$ cat src/rtl/pfc_pkg.sv
// ---------------------------------------------------------------------------
// pfc_pkg: shared types, constants and channel arithmetic
// Mode codes, field widths and the widen and narrow helpers that map a
// color field between a narrow range and eight bits
// ---------------------------------------------------------------------------
package pfc_pkg;

  localparam int PIXEL_W   = 32;
  localparam int MODE_W    = 3;
  localparam int CFG_ADDR_W = 3;
  localparam int CFG_DATA_W = 32;

  // register index of the mode register
  localparam logic CFG_IDX_MODE = 1'b0;

  typedef enum logic [MODE_W-1:0] {
    MODE_565_TO_8888  = 3'd0,
    MODE_4444_TO_8888 = 3'd1,
    MODE_5551_TO_8888 = 3'd2,
    MODE_888_TO_RGBA  = 3'd3,
    MODE_888_TO_ARGB  = 3'd4,
    MODE_TO_565       = 3'd5,
    MODE_TO_4444      = 3'd6,
    MODE_TO_5551      = 3'd7
  } pfc_mode_t;

  localparam logic [7:0]  ALPHA_OPAQUE = 8'hFF;
  localparam logic [13:0] NARROW_BIAS  = 14'd127;

  // (v*255 + 15) / 31 split as 8v + (7v + 15) / 31, the small quotient by
  // reciprocal 265 / 2^13, exact for dividends up to 232
  function automatic logic [7:0] widen5(input logic [4:0] v);
    logic [7:0]  y;
    logic [16:0] prod;
    y    = 8'({3'b000, v} * 8'd7) + 8'd15;
    prod = 17'({9'b0, y} * 17'd265);
    return 8'({v, 3'b000}) + 8'(prod[16:13]);
  endfunction

  // (v*255 + 31) / 63 split as 4v + (3v + 31) / 63, reciprocal 261 / 2^14
  function automatic logic [7:0] widen6(input logic [5:0] v);
    logic [7:0]  y;
    logic [16:0] prod;
    y    = 8'({2'b00, v} * 8'd3) + 8'd31;
    prod = 17'({9'b0, y} * 17'd261);
    return 8'({v, 2'b00}) + 8'(prod[16:14]);
  endfunction

  // (v*255 + 7) / 15 is exactly v*17
  function automatic logic [7:0] widen4(input logic [3:0] v);
    return {v, v};
  endfunction

  // (v*m + 127) / 255 with the divide done as (x + x/256 + 1) / 256,
  // exact for x below 2^14
  function automatic logic [5:0] narrow8(input logic [7:0] v, input logic [5:0] m);
    logic [13:0] x;
    logic [13:0] s;
    x = 14'({6'b0, v} * {8'b0, m}) + NARROW_BIAS;
    s = x + {8'b0, x[13:8]} + 14'd1;
    return s[13:8];
  endfunction

endpackage

$ cat src/rtl/pfc_if.sv
// ---------------------------------------------------------------------------
// pfc_if: pixel stream channels
// Valid/ready channels for the source pixel and the converted pixel
// ---------------------------------------------------------------------------
interface pfc_src_if;
  logic                        valid;
  logic                        ready;
  logic [pfc_pkg::PIXEL_W-1:0] source_pixel;

  modport source (output valid, output source_pixel, input ready);
  modport sink   (input valid, input source_pixel, output ready);
endinterface

interface pfc_dst_if;
  logic                        valid;
  logic                        ready;
  logic [pfc_pkg::PIXEL_W-1:0] dest_pixel;

  modport source (output valid, output dest_pixel, input ready);
  modport sink   (input valid, input dest_pixel, output ready);
endinterface

$ cat src/rtl/pfc_convert.sv
// ---------------------------------------------------------------------------
// pfc_convert: pixel format conversion datapath
// Combinational conversion of one pixel for the selected mode
// ---------------------------------------------------------------------------
module pfc_convert (
  input  pfc_pkg::pfc_mode_t          mode,
  input  logic [pfc_pkg::PIXEL_W-1:0] src,
  output logic [pfc_pkg::PIXEL_W-1:0] dst
);

  // byte lanes of an 8888 source
  logic [7:0] r8, g8, b8, a8;
  assign r8 = src[7:0];
  assign g8 = src[15:8];
  assign b8 = src[23:16];
  assign a8 = src[31:24];

  // widened channels for the 16-bit sources
  logic [7:0] w565_r, w565_g, w565_b;
  logic [7:0] w4444_r, w4444_g, w4444_b, w4444_a;
  logic [7:0] w5551_r, w5551_g, w5551_b, w5551_a;

  assign w565_r  = pfc_pkg::widen5(src[15:11]);
  assign w565_g  = pfc_pkg::widen6(src[10:5]);
  assign w565_b  = pfc_pkg::widen5(src[4:0]);
  assign w4444_r = pfc_pkg::widen4(src[15:12]);
  assign w4444_g = pfc_pkg::widen4(src[11:8]);
  assign w4444_b = pfc_pkg::widen4(src[7:4]);
  assign w4444_a = pfc_pkg::widen4(src[3:0]);
  assign w5551_r = pfc_pkg::widen5(src[15:11]);
  assign w5551_g = pfc_pkg::widen5(src[10:6]);
  assign w5551_b = pfc_pkg::widen5(src[5:1]);
  assign w5551_a = src[0] ? pfc_pkg::ALPHA_OPAQUE : 8'h00;

  // narrowed channels for the 16-bit results
  logic [5:0] n_r5, n_g6, n_g5, n_b5, n_r4, n_g4, n_b4, n_a4;
  assign n_r5 = pfc_pkg::narrow8(r8, 6'd31);
  assign n_g6 = pfc_pkg::narrow8(g8, 6'd63);
  assign n_g5 = pfc_pkg::narrow8(g8, 6'd31);
  assign n_b5 = pfc_pkg::narrow8(b8, 6'd31);
  assign n_r4 = pfc_pkg::narrow8(r8, 6'd15);
  assign n_g4 = pfc_pkg::narrow8(g8, 6'd15);
  assign n_b4 = pfc_pkg::narrow8(b8, 6'd15);
  assign n_a4 = pfc_pkg::narrow8(a8, 6'd15);

  // result select, 16-bit results in the low half
  always_comb begin
    case (mode)
      pfc_pkg::MODE_565_TO_8888:  dst = {pfc_pkg::ALPHA_OPAQUE, w565_b, w565_g, w565_r};
      pfc_pkg::MODE_4444_TO_8888: dst = {w4444_a, w4444_b, w4444_g, w4444_r};
      pfc_pkg::MODE_5551_TO_8888: dst = {w5551_a, w5551_b, w5551_g, w5551_r};
      pfc_pkg::MODE_888_TO_RGBA:  dst = {pfc_pkg::ALPHA_OPAQUE, src[23:0]};
      pfc_pkg::MODE_888_TO_ARGB:  dst = {src[23:0], pfc_pkg::ALPHA_OPAQUE};
      pfc_pkg::MODE_TO_565:
        dst = {16'h0000, n_r5[4:0], n_g6[5:0], n_b5[4:0]};
      pfc_pkg::MODE_TO_4444:
        dst = {16'h0000, n_r4[3:0], n_g4[3:0], n_b4[3:0], n_a4[3:0]};
      pfc_pkg::MODE_TO_5551:
        dst = {16'h0000, n_r5[4:0], n_g5[4:0], n_b5[4:0], a8[7]};
      default: dst = '0;
    endcase
  end

endmodule

$ cat src/rtl/pixel_format_converter_core.sv
// ---------------------------------------------------------------------------
// pixel_format_converter_core: streaming pixel format converter
// Converts one pixel a beat between packed formats chosen by a mode register
// ---------------------------------------------------------------------------
// path of a beat: input register, conversion logic, result register
// throughput of 1 pixel per cycle while out_ch.ready is high, set by the
//   two-stage valid/ready pipeline
// reset: synchronous active-low, clears both stage valids and sets mode to 0
module pixel_format_converter_core (
  input  logic                           clk,
  input  logic                           rst_n,
  pfc_src_if.sink                        in_ch,
  pfc_dst_if.source                      out_ch,
  input  logic                           psel,
  input  logic                           penable,
  input  logic                           pwrite,
  input  logic [pfc_pkg::CFG_ADDR_W-1:0] paddr,
  input  logic [pfc_pkg::CFG_DATA_W-1:0] pwdata,
  output logic [pfc_pkg::CFG_DATA_W-1:0] prdata,
  output logic                           pready
);

  // configuration register
  logic [pfc_pkg::MODE_W-1:0] mode_r;
  logic                       cfg_wr;
  logic                       cfg_hit;

  assign pready  = 1'b1;
  assign cfg_hit = (paddr[2] == pfc_pkg::CFG_IDX_MODE);
  assign cfg_wr  = psel && penable && pwrite && pready && cfg_hit;
  assign prdata  = cfg_hit ? {{(pfc_pkg::CFG_DATA_W-pfc_pkg::MODE_W){1'b0}}, mode_r} : '0;

  always_ff @(posedge clk) begin
    if (!rst_n) begin
      mode_r <= pfc_pkg::MODE_565_TO_8888;
    end else if (cfg_wr) begin
      mode_r <= pwdata[pfc_pkg::MODE_W-1:0];
    end
  end

  // stage handshake
  logic                        s1_valid_r;
  logic [pfc_pkg::PIXEL_W-1:0] s1_pixel_r;
  logic                        out_valid_r;
  logic [pfc_pkg::PIXEL_W-1:0] out_pixel_r;
  logic                        out_free;
  logic                        s1_free;
  logic                        in_beat;

  assign out_free    = !out_valid_r || out_ch.ready;
  assign s1_free     = !s1_valid_r || out_free;
  assign in_ch.ready = s1_free;
  assign in_beat     = in_ch.valid && s1_free;

  // input register
  always_ff @(posedge clk) begin
    if (!rst_n) begin
      s1_valid_r <= 1'b0;
    end else if (s1_free) begin
      s1_valid_r <= in_ch.valid;
    end
  end

  always_ff @(posedge clk) begin
    if (in_beat) begin
      s1_pixel_r <= in_ch.source_pixel;
    end
  end

  // conversion logic
  logic [pfc_pkg::PIXEL_W-1:0] conv_pixel;

  pfc_convert u_convert (
    .mode (pfc_pkg::pfc_mode_t'(mode_r)),
    .src  (s1_pixel_r),
    .dst  (conv_pixel)
  );

  // result register
  always_ff @(posedge clk) begin
    if (!rst_n) begin
      out_valid_r <= 1'b0;
    end else if (out_free) begin
      out_valid_r <= s1_valid_r;
    end
  end

  always_ff @(posedge clk) begin
    if (out_free && s1_valid_r) begin
      out_pixel_r <= conv_pixel;
    end
  end

  assign out_ch.valid      = out_valid_r;
  assign out_ch.dest_pixel = out_pixel_r;

  // checks
  a_stall_blocks_input: assert property (@(posedge clk) disable iff (!rst_n)
    s1_valid_r && out_valid_r && !out_ch.ready |-> !in_ch.ready)
    else $error("input accepted while both stages are full and stalled");

  a_beat_fills_stage: assert property (@(posedge clk) disable iff (!rst_n)
    in_ch.valid && in_ch.ready |=> s1_valid_r)
    else $error("accepted beat did not reach the input register");

  a_stage_moves_on: assert property (@(posedge clk) disable iff (!rst_n)
    s1_valid_r && out_free |=> out_valid_r)
    else $error("converted pixel lost between stages");

  a_narrow_high_zero: assert property (@(posedge clk) disable iff (!rst_n)
    s1_valid_r && (mode_r == pfc_pkg::MODE_TO_565 || mode_r == pfc_pkg::MODE_TO_4444 ||
                   mode_r == pfc_pkg::MODE_TO_5551) |-> conv_pixel[31:16] == 16'h0000)
    else $error("16-bit result has nonzero upper half");

endmodule

$ cat src/flat_wrapper.sv
// flat-port wrapper written by rule: the top's interface ports become plain ports
module pixel_format_converter_core_flat 
  (clk, rst_n, psel, penable, pwrite, paddr, pwdata, prdata, pready, in_ch_valid, in_ch_source_pixel, in_ch_ready, out_ch_valid, out_ch_dest_pixel, out_ch_ready);
  pfc_src_if in_ch_i ();
  pfc_dst_if out_ch_i ();
  input  logic clk;
  input  logic rst_n;
  input  logic psel;
  input  logic penable;
  input  logic pwrite;
  input  logic [pfc_pkg::CFG_ADDR_W-1:0] paddr;
  input  logic [pfc_pkg::CFG_DATA_W-1:0] pwdata;
  output logic [pfc_pkg::CFG_DATA_W-1:0] prdata;
  output logic pready;
  input wire logic [$bits(in_ch_i.valid)-1:0] in_ch_valid;
  input wire logic [$bits(in_ch_i.source_pixel)-1:0] in_ch_source_pixel;
  output wire logic [$bits(in_ch_i.ready)-1:0] in_ch_ready;
  output wire logic [$bits(out_ch_i.valid)-1:0] out_ch_valid;
  output wire logic [$bits(out_ch_i.dest_pixel)-1:0] out_ch_dest_pixel;
  input wire logic [$bits(out_ch_i.ready)-1:0] out_ch_ready;
  assign in_ch_i.valid = in_ch_valid;
  assign in_ch_i.source_pixel = in_ch_source_pixel;
  assign in_ch_ready = in_ch_i.ready;
  assign out_ch_valid = out_ch_i.valid;
  assign out_ch_dest_pixel = out_ch_i.dest_pixel;
  assign out_ch_i.ready = out_ch_ready;
  pixel_format_converter_core u_core (.clk(clk), .rst_n(rst_n), .in_ch(in_ch_i), .out_ch(out_ch_i), .psel(psel), .penable(penable), .pwrite(pwrite), .paddr(paddr), .pwdata(pwdata), .prdata(prdata), .pready(pready));
endmodule
$ cat config.mk
export PLATFORM = sky130hd
export DESIGN_NAME = pixel_format_converter_core_flat
export DESIGN_NICKNAME = d
export VERILOG_FILES = /design/src/rtl/pfc_pkg.sv /design/src/rtl/pfc_if.sv /design/src/rtl/pfc_convert.sv /design/src/rtl/pixel_format_converter_core.sv /design/src/flat_wrapper.sv
export SDC_FILE = /design/constraint.sdc
export NUM_CORES = 1
export LEC_CHECK = 0
export BUFFER_PORTS_ARGS = -buffer_cell sky130_fd_sc_hd__buf_2
export CAP_MARGIN = 20
export CORE_MARGIN = 2
export CORE_UTILIZATION = 25
export CTS_CLUSTER_DIAMETER = 30
export DETAILED_ROUTE_END_ITERATION = 8
export HOLD_SLACK_MARGIN = 0.08
export PLACE_DENSITY = 0.36
export SLEW_MARGIN = 20
export SYNTH_ARGS = -nofsm -noshare
export SYNTH_HDL_FRONTEND = slang
export SYNTH_SLANG_ARGS = --single-unit
$ cat constraint.sdc
create_clock -name clk -period 9 [get_ports clk]
set_clock_uncertainty 0.15 [all_clocks]
set_input_delay 0.45 -clock clk [delete_from_list [all_inputs] [get_ports clk]]
set_output_delay 0.45 -clock clk [all_outputs]
set_load 0.05 [all_outputs]
# After elaboration in Yosys (flattened, before gate mapping)
# Cells that the tools add are included.
# word_totals
output_inout_bits	67
register_bits	69
in_bits	74
# op_classes
n_addsub	34
muxes	3
bitwise	1
eq_ne	7
reduce_logical	10
mul	18
# op_table
cell	n
$pmux W32 S8	1
$mul A8 B9 Y17 const B	5
$add A12 B7 Y13 const B	4
$add A12 B1 Y12 const B	4
$add A12 B5 Y12	4
$mul A8 B4 Y12 const B	4
$add A13 B7 Y14 const B	3
$add A13 B1 Y13 const B	3
$add A13 B6 Y13	3
$mul A8 B5 Y13 const B	3
$add A8 B4 Y8	4
$add A8 B4 Y8 const B	4
$mul A5 B3 Y8 const B	4
$add A14 B1 Y14 const B	1
$add A14 B6 Y14	1
$add A14 B7 Y14 const B	1
$mul A8 B6 Y14 const B	1
$eq A3 B3 Y1 const B	4
$add A8 B3 Y8	1
$add A8 B5 Y8 const B	1
$mul A6 B2 Y8 const B	1
$mux W8	1
$eq A3 B2 Y1 const B	2
$logic_and A1 B1 Y1	5
other kinds (6)	8

# Logic depth before layout (Yosys ltp)
# Gate-level depths: netlist (run 1).
# depth
ltp_word	5
ltp_mapped	32
depth_no_buf	32

# Hierarchy
# From an unflattened synthesis (run 1), not the netlist that was laid out.
# unflattened
cells_unflattened	1793
area_unflattened_um2	16129.2
# modules_own_cells
mod	instances	cells_per_inst	area_each_um2
pfc_convert	1	1670	13738.2
pixel_format_converter_core	1	123	2391.0

# Least setup slack after synthesis (run 1)
# Ideal clock, no wire load.
# synth_timing
path_type	reg2reg
start	register u_core.s1_pixel_r[2] in the netlist's numbering
end	register u_core.out_pixel_r (netlist bit u_core.out_ch.dest_pixel[21]) (data pin)
setup_ns	0.257
path_buffers	1
arrival_time_ns	6.444
path_stages_with_launch	30
t_required_ns	8.593
path_slack_ns	2.150
cell_sequence	edfxtp_1 clkbuf_1 inv_1 ha_1 inv_1 fa_1 ha_1 a21oi_1 nor2_1 nor2_1 o21bai_1 a21oi_1 xnor2_1 ha_1 inv_1 fa_1 inv_1 ha_1 ha_1 a31o_2 a21oi_1 o21ai_0 and2_1 o21ai_0 nor2_1 ha_1 ha_1 xor2_1 mux4_2 a32o_1
# synth_via
elab_chain_len	5
elab_cells_between_ends	9
cone_classes	add/sub: 4; mul: 4; mux: 1
# synth_rtl
item	line_no	rtl
start, declared	pixel_format_converter_core.sv:43	logic [pfc_pkg::PIXEL_W-1:0] s1_pixel_r;
start signal, assigned	pixel_format_converter_core.sv:66	s1_pixel_r <= in_ch.source_pixel;
$mul A5 B3 Y8	pfc_pkg.sv:35	y = 8'({3'b000, v} * 8'd7) + 8'd15;
$add A8 B4 Y8	pfc_pkg.sv:35	
$mul A8 B9 Y17	pfc_pkg.sv:36	prod = 17'({9'b0, y} * 17'd265);
$add A8 B4 Y8	pfc_pkg.sv:37	return 8'({v, 3'b000}) + 8'(prod[16:13]);
$pmux W32 S8 *	pfc_convert.sv:48	case (mode)
named net u_core.conv_pixel, one bit	pixel_format_converter_core.sv:71	logic [pfc_pkg::PIXEL_W-1:0] conv_pixel;
end signal, assigned	pixel_format_converter_core.sv:90	out_pixel_r <= conv_pixel;
end, declared	pixel_format_converter_core.sv:45	logic [pfc_pkg::PIXEL_W-1:0] out_pixel_r;
# Mark *: on every way through the listed nets, which the timed path passes. The rest lies on a longest branch.
# A chain may end at the register's enable or synchronous reset.

# Worst setup path in the final report (run 1)
# layout_timing
start	register u_core.s1_pixel_r[8] in the netlist's numbering
end	register u_core.out_pixel_r (netlist bit u_core.out_ch.dest_pixel[12]) (data pin)
# layout_via
elab_chain_len	5
elab_cells_between_ends	9
cone_classes	add/sub: 4; mul: 4; mux: 1
# layout_rtl
item	line_no
$mul A6 B2 Y8 / $mul A5 B3 Y8 (equally long branches)	pfc_pkg.sv:44, pfc_pkg.sv:35
$add A8 B5 Y8 / $add A8 B4 Y8 (equally long branches)	pfc_pkg.sv:44, pfc_pkg.sv:35
$mul A8 B9 Y17, on equally long branches	pfc_pkg.sv:45, pfc_pkg.sv:36
$add A8 B3 Y8 / $add A8 B4 Y8 (equally long branches)	pfc_pkg.sv:46, pfc_pkg.sv:37
$pmux W32 S8 *	pfc_convert.sv:48
named net u_core.conv_pixel, one bit	pixel_format_converter_core.sv:71
# Marked as above.

==> run metrics, run 1 <==
status=finished, final reports clean; Vias/cell=4.66; WP buf/inv=5; TritonCTS clock tree=yes; Worst setup SP type=register; Root Driver=clkbuf_16; CP max stage cell=edfxtp_1; # nets final=2,409; worst vdd ir=0.109 mV; CP Capture Type=register; Yosys top cell by area=ha_1; first-pass GRT wire length=77.5 mm; vias in the first global route=13,063; sequential fraction of the synthesis area=12.7%; Port Buffers=79; GRT Resource Usage Total=15.2%; Die X-Extent=256 um; final period utilization=86.8%; max cap viols=0; yosys warns=0; remaining global-route overflow=0; gpl congestion=0.792; detailed-route wire length=49.9 mm; ys flop type=edfxtp_1; commonest non-fill, non-tap cell in the layout=ha_1; Post-synth EDFFs=64; initial antenna violation count=1; final-report hold violation count=0; R2R cell count=28; FP Rows=92; effective utilization at floorplan=25.3%; most frequent cells in the layout=ha_1, inv_1, a21oi_1; Pleak=0.00846 uW; Largest stage delay, worst path=0.74 ns; TritonCTS buffer count=9; post-synth top area share=27.8%; final std cells w/o fill=2,719; die area=65,800 um2; cell mode on critical path=ha_1; async set-reset flop share out of synthesis=0%; Routed Antenna Nets=0; WL per Instance=18.3 um; postcts setup bufs=0; CTS H-Tree Depth=3; detailed placer's ending HPWL=41.0 mm; die height=256 um; CP top delay family=adder cells; fin. max-slew vios=0; placed insts=2,682; CTS Sinks=69; drt first-iter violations=546; Vias=12,666; Yosys cell types=80; top post-synthesis cells by area=ha_1, fa_1, edfxtp_1, inv_1, xnor2_1; post-layout min period=7.81 ns; Mapped Cells=1,762; Hold Crit Depth=1; Crit Path Category=register to register; PD cells=253 nW/um2; slew margin rel.=22.4%; CP max FO=11; proportion of layout cells with a drive suffix above 1=8.39%; Fmax=0.128 GHz; Fillers=6,815; register bit total from synthesis=69; largest net degree at the start of global routing=55; Layout area overhead=12.1%; Avg Inst Size Synth=9.04 um2; First-pass DRT Iterations=7; setup violators final=0; worst path arrival time=7.81 ns; Hold WC Path Type=input port to register; CP Depth=28; Max Buffers Root-to-Sink=2; cell area after synthesis=15,900 um2; IO Pins=141; core area=63,100 um2; Worst-Skew Late Latency=0.39 ns; measured slew at the worst slew-check pin=1.16 ns; Clock Pin Slew Worst Setup and Hold Paths=0.07 ns; RSZ-0062 raised after global routing=no; CP required=9.00 ns; DR DRC count=0; Fin Setup TNS=0 ns
-- report_power, final --
group	internal [uW]	total, uW	switching, uW	leakage (uW)
combinational	1550	3710	2160	0.00768
clock	197	398	200	0.000148
sequential	381	405	23.6	0.000634
total	2130	4510	2390	0.00846
-- cell usage after synthesis (23+ instances only) --
cell type	count
a21oi_1	118
a21o_1	42
ha_1	354
clkbuf_1	23
xnor2_1	105
edfxtp_1	64
fa_1	114
inv_1	253
buf_4	30
nand3_1	28
nand2_1	76
nor3_1	26
xor2_1	36
nor2_1	84
o21ai_0	81
-- registers in the layout (all words and copies together), names as in the netlist --
name and flops:
u_core.out_ch.dest_pixel 32, u_core.s1_pixel_r 32, u_core.mode_r 3, u_core.out_ch.valid 1, u_core.s1_valid_r 1
-- routing by layer --
layer | routed length [um] | GRT usage [%]
met5 | 0 | 0
met4 | 652 | 3.20
met2 | 23300 | 25.7
met3 | 1020 | 1.57
met1 | 24800 | 21.0
-- logic make-up (layout without fill, tap and decap cells) --
family                     Yosys count  after routing  synth area share [%]
DFF                                 69             69                  12.7
AOI/OAI and AO/OA                  427            427                  17.7
adders and majority gates          470            470                  42.2
other                                2             31                0.0471
xor gates and xnor gates           141            141                  7.75
and+or+nand+nor                    320            320                  10.0
buffers and inverters              311            393                  8.04
muxes                               22             22                  1.49
-- cell type report --
class / instances / area [um2] / area share (%)
well taps: 846 / 1060 / 5.92
multi-input cells: 1410 / 12800 / 71.4
clock buffers: 9 / 225 / 1.26
clock inverters: 7 / 71.3 / 0.399
diodes: 1 / 2.50 / 0.0140
inverters: 254 / 953 / 5.34
flip-flops and latches: 69 / 2020 / 11.3
repair buffers: 123 / 776 / 4.34
-- per-stage QoR --
step | setup WS, ns | util (%) | hold slack (ns) | cell area (um2) | total power [uW]
floorplan | 2.15 | - | 0.327 | 16000 | 3220
global placement | 1.21 | 27.5 | 0.364 | 17400 | 4100
detailed placement | 1.20 | 27.5 | 0.370 | 17400 | 4130
CTS | 1.17 | 28.3 | 0.0803 | 17900 | 4580
global route | 0.614 | 28.3 | 0.0821 | 17900 | 5070
finish | 1.19 | 28.3 | 0.101 | 17900 | 4510
-- final timing paths --
check | from | slack (ns) | to
max | u_core.s1_pixel_r[8]$_DFFE_PP_ | 1.19 | u_core.out_ch.dest_pixel[12]$_DFFE_PP_
min | in_ch_source_pixel[19] | 0.10 | u_core.s1_pixel_r[19]$_DFFE_PP_
max reg2reg | u_core.s1_pixel_r[8]$_DFFE_PP_ | 1.19 | u_core.out_ch.dest_pixel[12]$_DFFE_PP_
min reg2reg | u_core.s1_valid_r$_SDFFE_PN0N_ | 0.39 | u_core.out_ch.valid$_SDFFE_PN0P_
-- timing repair --
item	CTS	global route
hold buffers	20	0
endpoints found under the hold margin	20	0
gates resized for setup	0	0
No activity file was read; power rests on OpenSTA's default activity.
==> inputs of run 2 (changes only) <==
Settings changed: CTS_CLUSTER_DIAMETER 30 to not set, PLACE_DENSITY 0.36 to 0.37.
Clock period 9 ns to 6.9 ns, I/O delays scaled along.
==> run metrics, run 2 (synthesized netlist as in run 1, its figures left out) <==
placed insts=2,738 (was 2,682); Port Buffers=79 (unchanged); Pleak=0.00886 uW (was 0.00846 uW); fin area=18,600 um2 (was 17,900 um2); reg2reg start=u_core.s1_pixel_r[12]$_DFFE_PP_ (was u_core.s1_pixel_r[8]$_DFFE_PP_); Vias/cell=4.64 (was 4.66); slew margin rel.=19.4% (was 22.4%); Die X-Extent=256 um (unchanged); CTS H-Tree Depth=3 (unchanged); WL per Instance=17.7 um (was 18.3 um); most frequent cells in the layout=ha_1, inv_1, fa_1 (was ha_1, inv_1, a21oi_1); Clock Pin Slew Worst Setup and Hold Paths=0.08 ns (was 0.07 ns); setup violators final=0 (unchanged); Clock Power Share=7.8% (was 8.8%); GRT Resource Usage Total=15.2% (about the same); CP Cell Sequence=fa_2 -> fa_1 -> inv_1 -> fa_1 -> inv_1 -> fa_1 -> ha_4 -> o2111ai_2 -> a31oi_2 -> nor2_1 -> o211a_1 -> a311oi_1 -> buf_4 -> ha_1 -> nor2_1 -> or4_4 -> or3_4 -> and3b_2 -> nand2_1 -> mux2i_1 -> o32a_1; NetSw=3190 uW (was 2390 uW); WP buf/inv=3 (was 5); Max Buffers Root-to-Sink=2 (unchanged); CTS Sinks=69 (unchanged); final std cells w/o fill=2,796 (was 2,719); FP Rows=92 (unchanged); R2R cell count=21 (was 28); post-layout util=29.5% (was 28.3%); Crit Path Category=register to register (unchanged); Ant. Diodes=0 (was 1); TritonCTS clock tree=yes (unchanged); PD cells=329 nW/um2 (was 253 nW/um2); gpl congestion=0.789 (was 0.792); worst vdd ir=0.154 mV (was 0.109 mV); post-layout min period=6.64 ns (was 7.81 ns); CP startpoint=u_core.s1_pixel_r[12]$_DFFE_PP_ (was u_core.s1_pixel_r[8]$_DFFE_PP_); final period utilization=96.2% (was 86.8%); Power Internal=2940 uW (was 2130 uW); Reg power frac=8.5% (was 9.0%); Vias=12,960 (was 12,666); # nets final=2,487 (was 2,409); CP Depth=21 (was 28); Layout area overhead=16.9% (was 12.1%); Worst setup SP type=register (unchanged); remaining global-route overflow=0 (unchanged); Routed Antenna Nets=0 (unchanged); IO Pins=141 (unchanged); CP max FO=4 (was 11); core area=63,100 um2 (unchanged); Root Driver=clkbuf_16 (unchanged); Comb power frac=83.7% (was 82.2%); worst reg2reg setup slack=0.26 ns (was 1.19 ns); final-report hold violation count=0 (unchanged); vias in the first global route=13,307 (was 13,063); Hold WC Path Type=input port to register (unchanged); die height=256 um (unchanged); Worst-Skew Late Latency=0.38 ns (was 0.39 ns); proportion of layout cells with a drive suffix above 1=12.7% (was 8.39%); effective utilization at floorplan=25.3% (unchanged); Fmax=0.151 GHz (was 0.128 GHz); First-pass DRT Iterations=5 (was 7); initial antenna violation count=2 (was 1); CP required=6.89 ns (was 9.00 ns); cell mode on critical path=fa_1 (was ha_1); drt first-iter violations=730 (was 546); crit path to=u_core.out_ch.dest_pixel[9]$_DFFE_PP_ (was u_core.out_ch.dest_pixel[12]$_DFFE_PP_); DP Area=17,800 um2 (was 17,400 um2); Overall Power=6130 uW (was 4510 uW); detailed placer's ending HPWL=41.6 mm (was 41.0 mm); measured slew at the worst slew-check pin=1.20 ns (was 1.16 ns); Reg-to-Reg End=u_core.out_ch.dest_pixel[9]$_DFFE_PP_ (was u_core.out_ch.dest_pixel[12]$_DFFE_PP_); commonest non-fill, non-tap cell in the layout=ha_1 (unchanged); TritonCTS buffer count=9 (unchanged); detailed-route wire length=49.6 mm (was 49.9 mm); Largest stage delay, worst path=0.54 ns (was 0.74 ns); Hold Crit Depth=3 (was 1); largest net degree at the start of global routing=44 (was 55); first-pass GRT wire length=77.2 mm (was 77.5 mm); worst path arrival time=6.63 ns (was 7.81 ns); sw frac=52.1% (was 52.9%); CP top delay family=adder cells (unchanged); die area=65,800 um2 (unchanged); status=finished, final reports clean (unchanged); CP max stage cell=fa_1 (was edfxtp_1); DR DRC count=0 (unchanged); fin. max-slew vios=0 (unchanged); max cap viols=0 (unchanged); CP Capture Type=register (unchanged)
==> run 2: power by group through the flow <==
stage | Sequential (uW) | Clock (uW) | Combinational, uW
after floorplan | 587 | 0 | 3620
after global placement | 533 | 0 | 4980
after detailed placement | 532 | 0 | 5040
after CTS | 524 | 504 | 5110
after global routing | 526 | 517 | 5820
final | 523 | 480 | 5130
==> run 2: stage by stage <==
stage	hold WS (ns)	worst slack [ns]	setup TNS, ns
4_1_cts	0.179	0.0317	0
3_5_place_dp	0.373	0.0679	0
2_1_floorplan	0.294	0.0495	0
5_1_grt	0.190	-0.00496	-0.00496
6_report	0.201	0.259	0
3_3_place_gp	0.368	0.0700	0
==> run 2: worst min path at each step <==
stage	start	endpoint	slack (ns)
after global placement	u_core.s1_valid_r$_SDFFE_PN0N_	u_core.out_ch.valid$_SDFFE_PN0P_	0.37
after global routing	out_ch_ready	u_core.out_ch.valid$_SDFFE_PN0P_	0.19
after detailed placement	in_ch_source_pixel[21]	u_core.s1_pixel_r[21]$_DFFE_PP_	0.37
after floorplan	in_ch_source_pixel[0]	u_core.s1_pixel_r[0]$_DFFE_PP_	0.29
final	out_ch_ready	u_core.out_ch.valid$_SDFFE_PN0P_	0.20
after CTS	out_ch_ready	u_core.out_ch.valid$_SDFFE_PN0P_	0.18
==> run 2: area by class of cell <==
type	instances	area, um2
Clock buffer	11	233
Multi-Input combinational cell	1410	12900
Tap cell	846	1060
Sequential cell	69	2020
Clock inverter	5	37.5
Timing Repair Buffer	201	1420
Fill cell	6808	44500
Inverter	254	953
==> run 2: what timing repair did <==
item                                    4_1_cts  5_1_grt
buffers inserted                              0        5
resized for setup                             0       39
hold buffers                                 37        0
endpoints found under the setup margin        0       14
endpoints found under the hold margin        37        0
==> run 2: metal layers <==
layer / up-vias / track usage [%] / share of wire (%)
met5: - / 0 / 0
met4: 0 / 3.17 / 1.6
met3: 29 / 1.69 / 3.3
met2: 196 / 25.9 / 48
met1: 6221 / 20.6 / 47
li1: 6514 / - / -
==> run 2: worst min-delay path, delay by kind of cell <==
| kind | cells | cell delay [ns] |
|---|---|---|
| compound gates | 1 | 0.17 |
| simple gates | 1 | 0.08 |
| buf+inv | 1 | 0.07 |
